## src/ffck_pkg.sv

```systemverilog
// Shared types and constants for the keypad calculator.
package ffck_pkg;

  localparam int WORD_BITS = 32;
  localparam int CNT_BITS  = $clog2(WORD_BITS);
  localparam int IN_BITS   = 8;
  localparam int OUT_BITS  = 2 * WORD_BITS + 1;
  localparam int OUT_TDATA = ((OUT_BITS + 7) / 8) * 8;
  localparam int DEC_BASE  = 10;

  localparam logic [1:0] CMD_DIGIT = 2'd0;
  localparam logic [1:0] CMD_OPER  = 2'd1;
  localparam logic [1:0] CMD_EQUAL = 2'd2;

  typedef enum logic [2:0] {
    OP_ADD  = 3'd0,
    OP_SUB  = 3'd1,
    OP_MUL  = 3'd2,
    OP_DIV  = 3'd3,
    OP_NONE = 3'd4
  } op_t;

  typedef enum logic [1:0] {
    KEY_DIGIT,
    KEY_OPER,
    KEY_EQUAL,
    KEY_IGNORE
  } key_kind_t;

  typedef struct packed {
    key_kind_t   kind;
    logic [3:0]  digit;
    op_t         op;
  } key_item_t;

  typedef struct packed {
    logic                 start;
    logic [WORD_BITS-1:0] dividend;
    logic [WORD_BITS-1:0] divisor;
  } div_req_t;

  typedef struct packed {
    logic                 done;
    logic [WORD_BITS-1:0] quotient;
  } div_rsp_t;

endpackage

```

## src/ffck_front.sv

```systemverilog
// Key intake stage: accepts key beats and classifies them.
module ffck_front (
  input  logic                         clk,
  input  logic                         rst,
  input  logic                         s_tvalid,
  output logic                         s_tready,
  input  logic [ffck_pkg::IN_BITS-1:0] s_tdata,
  output logic                         push,
  output ffck_pkg::key_item_t          push_item,
  input  logic                         push_ready
);
  import ffck_pkg::*;

  logic       held;
  key_item_t  item;
  key_item_t  item_next;
  logic [1:0] cmd;
  logic [3:0] dig;

  assign cmd = s_tdata[1:0];
  assign dig = s_tdata[5:2];

  always_comb begin
    item_next.digit = dig;
    item_next.op    = op_t'({1'b0, s_tdata[7:6]});
    case (cmd)
      CMD_DIGIT: item_next.kind = (dig <= 4'd9) ? KEY_DIGIT : KEY_IGNORE;
      CMD_OPER:  item_next.kind = KEY_OPER;
      CMD_EQUAL: item_next.kind = KEY_EQUAL;
      default:   item_next.kind = KEY_IGNORE;
    endcase
  end

  assign s_tready  = !held || push_ready;
  assign push      = held;
  assign push_item = item;

  always_ff @(posedge clk) begin
    if (rst) begin
      held <= 1'b0;
    end else if (s_tvalid && s_tready) begin
      held <= 1'b1;
    end else if (push_ready) begin
      held <= 1'b0;
    end
    if (s_tvalid && s_tready) begin
      item <= item_next;
    end
  end

endmodule

```

## src/ffck_queue.sv

```systemverilog
// Two-entry queue of classified keys between intake and execution.
module ffck_queue (
  input  logic                clk,
  input  logic                rst,
  input  logic                push,
  input  ffck_pkg::key_item_t push_item,
  output logic                push_ready,
  input  logic                pop,
  output ffck_pkg::key_item_t pop_item,
  output logic                pop_valid
);
  import ffck_pkg::*;

  key_item_t  mem [2];
  logic       wr_ptr;
  logic       rd_ptr;
  logic [1:0] count;
  logic       do_push;
  logic       do_pop;

  assign push_ready = (count != 2'd2);
  assign pop_valid  = (count != 2'd0);
  assign pop_item   = mem[rd_ptr];
  assign do_push    = push && push_ready;
  assign do_pop     = pop && pop_valid;

  always_ff @(posedge clk) begin
    if (rst) begin
      wr_ptr <= 1'b0;
      rd_ptr <= 1'b0;
      count  <= 2'd0;
    end else begin
      if (do_push) begin
        wr_ptr <= !wr_ptr;
      end
      if (do_pop) begin
        rd_ptr <= !rd_ptr;
      end
      if (do_push && !do_pop) begin
        count <= count + 2'd1;
      end else if (do_pop && !do_push) begin
        count <= count - 2'd1;
      end
    end
  end

  always_ff @(posedge clk) begin
    if (do_push) begin
      mem[wr_ptr] <= push_item;
    end
  end

endmodule

```

## src/ffck_divider.sv

```systemverilog
// Radix-2 restoring signed divider, one quotient bit per cycle.
module ffck_divider (
  input  logic               clk,
  input  logic               rst,
  input  ffck_pkg::div_req_t req,
  output ffck_pkg::div_rsp_t rsp
);
  import ffck_pkg::*;

  logic                 busy;
  logic                 done;
  logic                 neg;
  logic [CNT_BITS-1:0]  cnt;
  logic [WORD_BITS-1:0] quo;
  logic [WORD_BITS-1:0] dvs;
  logic [WORD_BITS:0]   rem;
  logic [WORD_BITS:0]   shifted;
  logic [WORD_BITS:0]   diff;
  logic [WORD_BITS-1:0] mag_a;
  logic [WORD_BITS-1:0] mag_b;

  assign mag_a   = req.dividend[WORD_BITS-1] ? -req.dividend : req.dividend;
  assign mag_b   = req.divisor[WORD_BITS-1]  ? -req.divisor  : req.divisor;
  assign shifted = {rem[WORD_BITS-1:0], quo[WORD_BITS-1]};
  assign diff    = shifted - {1'b0, dvs};

  assign rsp.done     = done;
  assign rsp.quotient = neg ? -quo : quo;

  always_ff @(posedge clk) begin
    if (rst) begin
      busy <= 1'b0;
      done <= 1'b0;
    end else begin
      done <= busy && (cnt == '0);
      if (req.start) begin
        busy <= 1'b1;
      end else if (busy && (cnt == '0)) begin
        busy <= 1'b0;
      end
    end
    if (req.start) begin
      rem <= '0;
      quo <= mag_a;
      dvs <= mag_b;
      neg <= req.dividend[WORD_BITS-1] ^ req.divisor[WORD_BITS-1];
      cnt <= CNT_BITS'(WORD_BITS - 1);
    end else if (busy) begin
      if (!diff[WORD_BITS]) begin
        rem <= diff;
        quo <= {quo[WORD_BITS-2:0], 1'b1};
      end else begin
        rem <= shifted;
        quo <= {quo[WORD_BITS-2:0], 1'b0};
      end
      cnt <= cnt - CNT_BITS'(1);
    end
  end

endmodule

```

## src/ffck_back.sv

```systemverilog
// Execution stage: operand state, arithmetic and the result register.
module ffck_back (
  input  logic                           clk,
  input  logic                           rst,
  input  logic                           pop_valid,
  input  ffck_pkg::key_item_t            pop_item,
  output logic                           pop,
  output ffck_pkg::div_req_t             div_req,
  input  ffck_pkg::div_rsp_t             div_rsp,
  output logic                           m_tvalid,
  input  logic                           m_tready,
  output logic [ffck_pkg::OUT_TDATA-1:0] m_tdata
);
  import ffck_pkg::*;

  typedef enum logic {
    S_IDLE,
    S_DIV
  } state_t;

  state_t               state;
  logic [WORD_BITS-1:0] first;
  logic [WORD_BITS-1:0] second;
  logic                 first_entered;
  logic                 second_entered;
  op_t                  pending;
  logic [WORD_BITS-1:0] shown;
  logic                 err;
  logic                 out_valid;
  logic [WORD_BITS-1:0] entry;
  logic [WORD_BITS-1:0] target;
  logic [WORD_BITS-1:0] appended;
  logic [WORD_BITS-1:0] sum;
  logic [WORD_BITS-1:0] dif;
  logic [WORD_BITS-1:0] prod;
  logic                 calc;

  assign pop      = (state == S_IDLE) && pop_valid && (!out_valid || m_tready);
  assign target   = (pending == OP_NONE) ? first : second;
  assign appended = (target << 3) + (target << 1) + WORD_BITS'(pop_item.digit);
  assign sum      = first + second;
  assign dif      = first - second;
  assign prod     = first * second;
  assign calc     = (first != '0) && (pending != OP_NONE);

  assign div_req.start    = pop && (pop_item.kind == KEY_EQUAL) && calc
                            && (pending == OP_DIV) && (second != '0);
  assign div_req.dividend = first;
  assign div_req.divisor  = second;

  assign entry    = (pending == OP_NONE) ? first : second;
  assign m_tvalid = out_valid;
  assign m_tdata  = {{(OUT_TDATA - OUT_BITS){1'b0}}, err, entry, shown};

  always_ff @(posedge clk) begin
    if (rst) begin
      state          <= S_IDLE;
      first          <= '0;
      second         <= '0;
      first_entered  <= 1'b0;
      second_entered <= 1'b0;
      pending        <= OP_NONE;
      shown          <= '0;
      err            <= 1'b0;
      out_valid      <= 1'b0;
    end else begin
      case (state)
        S_IDLE: begin
          if (pop) begin
            err       <= 1'b0;
            out_valid <= !div_req.start;
            case (pop_item.kind)
              KEY_DIGIT: begin
                if (pending == OP_NONE) begin
                  first         <= appended;
                  first_entered <= 1'b1;
                end else begin
                  second         <= appended;
                  second_entered <= 1'b1;
                end
              end
              KEY_OPER: begin
                pending <= pop_item.op;
              end
              KEY_EQUAL: begin
                first_entered  <= 1'b0;
                second_entered <= 1'b0;
                second         <= '0;
                if (calc) begin
                  case (pending)
                    OP_ADD: begin
                      first <= sum;
                      shown <= sum;
                    end
                    OP_SUB: begin
                      first <= dif;
                      shown <= dif;
                    end
                    OP_MUL: begin
                      first <= prod;
                      shown <= prod;
                    end
                    default: begin
                      if (second == '0) begin
                        err <= 1'b1;
                      end else begin
                        state <= S_DIV;
                      end
                    end
                  endcase
                end else if (!first_entered && second_entered) begin
                  first <= second;
                  shown <= second;
                end
              end
              default: begin
              end
            endcase
          end else if (m_tready) begin
            out_valid <= 1'b0;
          end
        end
        S_DIV: begin
          if (div_rsp.done) begin
            first     <= div_rsp.quotient;
            shown     <= div_rsp.quotient;
            out_valid <= 1'b1;
            state     <= S_IDLE;
          end
        end
        default: begin
          state <= S_IDLE;
        end
      endcase
    end
  end

endmodule

```

## src/four_function_calculator_keypad.sv

```systemverilog
// Top level of the four-function keypad calculator.
//
// Input channel s_*: one key per beat. Output channel m_*: one result per key.
// Each key beat gives exactly one result beat, in order.
// On its way to a result, an accepted key lands in the intake register, moves
// into the queue, then into the result register. An equals key that starts a
// divide waits for the quotient from a radix-2 divider that retires one bit
// per cycle. Throughput: one key per cycle while results drain; a divide
// holds the execution stage while intake fills the two-entry queue.
// When the receiver holds m_tready low, the result beat stays put, execution
// stops, the queue fills and then s_tready falls.
// Reset clears both operands, the entered marks, the display and the pending
// operator (none selected), and empties the queue and result register.
module four_function_calculator_keypad (
  input  logic                           clk,
  input  logic                           rst,
  input  logic                           s_tvalid,
  output logic                           s_tready,
  // command[1:0], digit[5:2], operation[7:6]
  input  logic [ffck_pkg::IN_BITS-1:0]   s_tdata,
  output logic                           m_tvalid,
  input  logic                           m_tready,
  // display_value[31:0], entry_value[63:32], divide_error[64], zero pad
  output logic [ffck_pkg::OUT_TDATA-1:0] m_tdata
);
  import ffck_pkg::*;

  logic      push;
  logic      push_ready;
  key_item_t push_item;
  logic      pop;
  logic      pop_valid;
  key_item_t pop_item;
  div_req_t  div_req;
  div_rsp_t  div_rsp;

  ffck_front u_front (
    .clk        (clk),
    .rst        (rst),
    .s_tvalid   (s_tvalid),
    .s_tready   (s_tready),
    .s_tdata    (s_tdata),
    .push       (push),
    .push_item  (push_item),
    .push_ready (push_ready)
  );

  ffck_queue u_queue (
    .clk        (clk),
    .rst        (rst),
    .push       (push),
    .push_item  (push_item),
    .push_ready (push_ready),
    .pop        (pop),
    .pop_item   (pop_item),
    .pop_valid  (pop_valid)
  );

  ffck_divider u_div (
    .clk (clk),
    .rst (rst),
    .req (div_req),
    .rsp (div_rsp)
  );

  ffck_back u_back (
    .clk       (clk),
    .rst       (rst),
    .pop_valid (pop_valid),
    .pop_item  (pop_item),
    .pop       (pop),
    .div_req   (div_req),
    .div_rsp   (div_rsp),
    .m_tvalid  (m_tvalid),
    .m_tready  (m_tready),
    .m_tdata   (m_tdata)
  );

endmodule

```

## config.mk

```make
export PLATFORM = sky130hd
export DESIGN_NAME = four_function_calculator_keypad
export DESIGN_NICKNAME = d
export VERILOG_FILES = /design/src/ffck_pkg.sv /design/src/ffck_front.sv /design/src/ffck_queue.sv /design/src/ffck_divider.sv /design/src/ffck_back.sv /design/src/four_function_calculator_keypad.sv
export SDC_FILE = /design/constraint.sdc
export NUM_CORES = 2
export LEC_CHECK = 0
export ABC_AREA = 1
export BUFFER_PORTS_ARGS = -buffer_cell sky130_fd_sc_hd__buf_2
export CORE_MARGIN = 5
export CORE_UTILIZATION = 55
export CTS_CLUSTER_SIZE = 10
export DETAILED_ROUTE_END_ITERATION = 8
export PLACE_DENSITY = 0.82
export SLEW_MARGIN = 20
export SYNTH_ARGS = -nofsm -noshare
export SYNTH_HDL_FRONTEND = slang
export SYNTH_SLANG_ARGS = --single-unit
```

## constraint.sdc

```tcl
create_clock -name clk -period 8.1 [get_ports clk]
set_input_delay 2.025 -clock clk [delete_from_list [all_inputs] [get_ports clk]]
set_output_delay 2.025 -clock clk [all_outputs]
set_load 0.005 [all_outputs]
```

Yosys cells after proc, flatten, opt, wreduce, memory -nomap -nowiden:

Memory sizes are Yosys's and may differ from the RTL's. A register that Yosys moved wholly into a read port is not among the register bits.
Cells that the tools add are included.

* output and inout bits: 74
* memory bits (writable): 16
* memories: 1
* input port bits: 12
* bits in registers: 221

Memory list
* u_queue.mem: depth 2, width 8, read ports 1, clocked after memory_dff 1, write ports 1, RTL line ffck_queue.sv:14 `key_item_t mem [2];`

* $add $sub $neg: 11
* bitwise operators: 2
* multiplexer cells: 52
* reduce and logical (&&, ||, !) cells: 45
* multipliers: 1
* equality and inequality tests: 22
* magnitude comparators: 1

Operators with widths (count)
* two-way mux 32 bit: 14
* one-hot mux 32 bit (2 select lines): 4
* negation 32 bit: 3
* one-hot mux 32 bit (3 select lines): 1
* adder 32 bit: 2
* nonzero test 32 bit: 2
* subtractor 33 x 32 -> 33 bit: 1
* adder 32 x 4 -> 32 bit: 1
* logical NOT 32 bit: 1
* multiplier 32 x 32 -> 32 bit: 1
* subtractor 32 bit: 1
* two-way mux 31 bit: 1
* two-way mux 1 bit: 24
* logical AND 1 bit: 14
* nonzero test 2 bit: 6
* inequality test 3 bit (second input constant): 3
* logical NOT 1 bit: 8
* inequality test 2 bit (second input constant): 4
* one-hot mux 1 bit (2 select lines): 4
* AND reduction 4 bit: 2
* == test 3 x 2 -> 1 bit (second input constant): 2
* two-way mux 2 bit: 3
* inequality test 3 x 2 -> 1 bit (second input constant): 2
* inequality test 6 bit (second input constant): 1
* other kinds (23): 29

Depth between registers and ports, before layout:

* depth after elaboration: 10
* gate-level depth with buffers: 39
* gate-level depth less buffers: 37

Cells and area by module:

Synthesis repeated with hierarchy kept, for this count alone.

* cell total of the unflattened synthesis: 5535
* area, all modules: 37439.7 um2

By module, submodules not included
* ffck_back: area each 27087.2 um2, times used 1, cells an instance 3990
* ffck_divider: area each 9113.7 um2, times used 1, cells an instance 1455
* ffck_queue: area each 903.4 um2, times used 1, cells an instance 65
* ffck_front: area each 335.3 um2, times used 1, cells an instance 25

Least setup slack after synthesis:

Ideal clock, no wire load.

* path kind: register -> register
* start: register u_back.first[12]
* end: register u_back.first[30]
* buffers on the path: 2
* stages on the path, launching flop included: 28
* clock period less this slack: 6.744 ns
* required time: 7.981 ns
* arrival: 6.624 ns
* path slack: 1.356 ns
* cell sequence: dfxtp_1 clkbuf_1 buf_1 nand2_1 fa_1 inv_1 fa_1 inv_1 fa_1 inv_1 fa_1 inv_1 fa_1 fa_1 inv_1 fa_1 fa_1 ha_1 inv_1 nor3_1 nand2_1 or2_2 nand4_1 a21oi_1 o21ai_0 nand3_1 nand3_1 a21oi_1

* cells in the longest elaborated chain, start to end: 7

Ends and longest elaborated chain
* start, declared: RTL line ffck_back.sv:22 `logic [WORD_BITS-1:0] first;`
* start signal, assigned: RTL line ffck_back.sv:75 `first <= appended;`
* start signal, assigned: RTL line ffck_back.sv:92 `first <= sum;`
* start signal, assigned: RTL line ffck_back.sv:96 `first <= dif;`
* parallel branches: the longest is 7 deep, another holds multiplier 32 x 32 -> 32 bit

Several ways; the timed one is not identified. The select of a mux whose other input is x is not followed.
A chain may end at the register's enable or synchronous reset.

Final worst setup path:

* start: register u_back.first[13]
* end: register u_back.first[26]

Same word-level chain as after synthesis.

==> run_results.csv <==
group,metric,value,unit
run_status,run_status,"finished clean",
cells_and_area,regArea,5660,um2
sta,fmax,0.130,GHz
die,design.core.area,64100,um2
yosys,synth_cell_types,61,
cells_and_area,multiInputGateArea,24900,um2
pwr,power_density,366,nW/um2
clock_tree,htreeDepth,1,
setup_path,arrival,8.19,ns
die,rows,93,
yosys,synthArstFlopShare,0,
job,drv_cap,0,
die,pin_count,86,
setup_path,crit_path_start_kind,"flop",
setup_path,required,8.57,ns
yosys,synth_cells,5061,
clock_tree,cts.sinks,238,
sta,setup_viol_count_final,0,
pwr,vdd_drop_max,232,uV
clock_tree,cts_post_setup_buffers_inserted,0,
yosys,ys.flop_type,"dfxtp_1",
sta,period_needed,7.72,ns
drt,drc,0,
setup_path,crit_type,"reg2reg",
clock_tree,cts_buffers,29,
pwr,power_switching,0.00838,W
sta,rsz0062_at_grt,"no",
cells_and_area,fill_cells,5957,
global_route,first_global_vias,33057,
placed_design,dpl.hpwl,100,mm
placed_design,dpl_cell_area,36800,um2
sta,timing.hold.ws,0.455,ns
pwr,leakagePower,20.7,nW
cells_and_area,layout_commonest_cell,"nand2_1",
sta,worst_slew_pin_slew,1.20,ns
sta,fin_crit_sh,0.953,
yosys,synth_edf_count,89,
setup_path,cp-end-kind,"flop",
drt,drtPass1Iterations,6,
drt,dr_total_vias,34037,
setup_path,crit_top_cell,"fa_1",
setup_path,worstPathMaxFanout,19,
drt,wirelength,125,mm
die,die_width,264,um
placed_design,io_buffer_count,78,
sta,slew-limit-headroom,0.194,
clock_tree,cts_buffer_depth,3,
yosys,syn_avg_cell_area,7.00,um2
cells_and_area,layout.cell_area.non_filler,37700,um2
yosys,yosysWarningCount,0,
global_route,grt_pass1_wl,192,mm
die,die_area,69600,um2
yosys,synth_top_cell_by_area,"fa_1",
yosys,netlist_area,35400,um2
clock_tree,path_clk_slew,0.06,ns
global_route,grt_util_all_layers,0.351,
drt,routed_via_density,5.75,
yosys,synth_top_area_share,0.233,
clock_tree,cts_tree,"done",
pwr,pwr-share-comb,0.751,
pwr,seqPwrFrac,0.158,
yosys,seq_area_frac_synth,0.160,
pwr,swShare,0.608,
sta,tns,0,ns
cells_and_area,final_core_util,0.588,
cells_and_area,drive_above_1_share,0.0594,
cells_and_area,nets,5716,
setup_path,critPathMaxStageDelay,1.07,ns
clock_tree,clock_latency,0.59,ns
cells_and_area,area_growth,6.47,%
global_route,antenna_found_initial,3,
worst_hold_path,hold_path_class,"reg2reg",
clock_tree,ctsHoldBuffers,0,
sta,hold_viol_final,0,
clock_tree,cts-resized-gates,0,
yosys,synth_top_cells_by_area,"fa_1, nand2_1, inv_1",
die,initial_core_util,0.552,
cells_and_area,layout_common_cells,"nand2_1, inv_1, fa_1",
global_route,grt_overflow,0,
pwr,p_int,0.00540,W
sta,clock_skew,0.0273,ns
drt,routedWlPerCell,21.1,um
drt,postRouteAntennaNets,0,
clock_tree,cts_root_buf,"clkbuf_16",
pwr,clock_power_share,0.091,
drt,first_iter_violations,3875,
sta,drv_slew,0,
setup_path,cpMaxStageDelayCell,"dfxtp_1",
yosys,ys_ff_latch,238,
placed_design,place.gp.congestion,1.09,
global_route,grt_max_degree,75,
die,die_h,264,um
sequential cells by signal (all words and copies together) (netlist names), 2 cells and up, named ones only:
signal / count
u_div.rem: 32
u_back.second: 32
u_front.push_item: 8
u_div.cnt: 5
u_back.shown: 32
u_div.quo: 32
u_queue.count: 2
u_queue.mem: 16
u_div.dvs: 32
u_back.first: 32
u_back.pending: 3
through the flow:
| step | power [W] | setup WS (ns) | cells |
|---|---|---|---|
| 2_1_floorplan | 0.00837 | 1.36 | 5067 |
| 3_3_place_gp | 0.0120 | 0.585 | 5866 |
| 3_5_place_dp | 0.0121 | 0.504 | 5866 |
| 4_1_cts | 0.0134 | 0.483 | 5919 |
| 5_1_grt | 0.0147 | 0.0606 | 5919 |
| 6_report | 0.0138 | 0.380 | 5920 |
cells by family after synthesis:
kind of cell | count (synthesis) | synth area share
AOI/OAI and AO/OA | 882 | 0.136
xor gates and xnor gates | 103 | 0.0255
adders and majority gates | 662 | 0.321
buffers and inverters | 1297 | 0.140
DFF | 238 | 0.160
other | 1 | 0.000106
and+or+nand+nor | 1878 | 0.217
worst max-delay path: cells and delay by family (launching register included):
family / cells / cell delay [ns]
and+or+nand+nor: 10 / 1.59
AOI/OAI and AO/OA: 3 / 0.29
buffers and inverters: 6 / 0.42
adders and majority gates: 9 / 4.23
DFF: 1 / 1.07
cell usage after synthesis (12+ instances only):
master    count
nand2_1    1256
inv_1      1027
fa_1        412
o21ai_0     410
a21oi_1     300
nor2_1      282
ha_1        250
clkbuf_1    171
nand3_1     167
dfxtp_1     149
edfxtp_1     89
xor2_1       70
nor3_1       65
o211ai_1     44
buf_1        41
nand4_1      34
xnor2_1      33
a31oi_1      28
buf_2        28
o21bai_1     23
or2_2        18
buf_4        14
nand3b_1     14
inv_2        12
cell type report:
class                      count  share of cell area
antenna                        1           0.0000664
multi-input combinational   3532               0.659
clock inverter                 4             0.00136
clock buffer                  49              0.0218
tap                          855              0.0284
sequential                   238               0.150
inverter                    1041               0.104
timing repair buffer         200              0.0353
per-layer routing:
metal  global-route usage  up-vias  part of all wire
li1                     -    15682                 -
met1                0.468    16056              0.39
met2                0.544     1864              0.44
met3               0.0755      431              0.11
met4                0.175        4             0.066
met5                    0        -           0.00054
power groups by stage:
stage / Sequential (W) / Combinational, W / Clock, W
floorplan: 0.00161 / 0.00677 / 0
global placement: 0.00214 / 0.00984 / 0
detailed placement: 0.00216 / 0.00994 / 0
CTS: 0.00213 / 0.0100 / 0.00126
global route: 0.00218 / 0.0112 / 0.00131
finish: 0.00217 / 0.0103 / 0.00126
final timing paths:
check / end / startpoint / slack [ns] / cells past startpoint
worst max-delay path: u_back.first[26] / u_back.first[13] / 0.38 / 28
worst min-delay path: u_queue.mem[1][2] / u_front.push_item[3] / 0.45 / 0
worst min register to register: u_queue.mem[1][2] / u_front.push_item[3] / 0.45 / 0
worst max register to register: u_back.first[26] / u_back.first[13] / 0.38 / 28
Note: power is estimated with default switching activity, not from simulation.
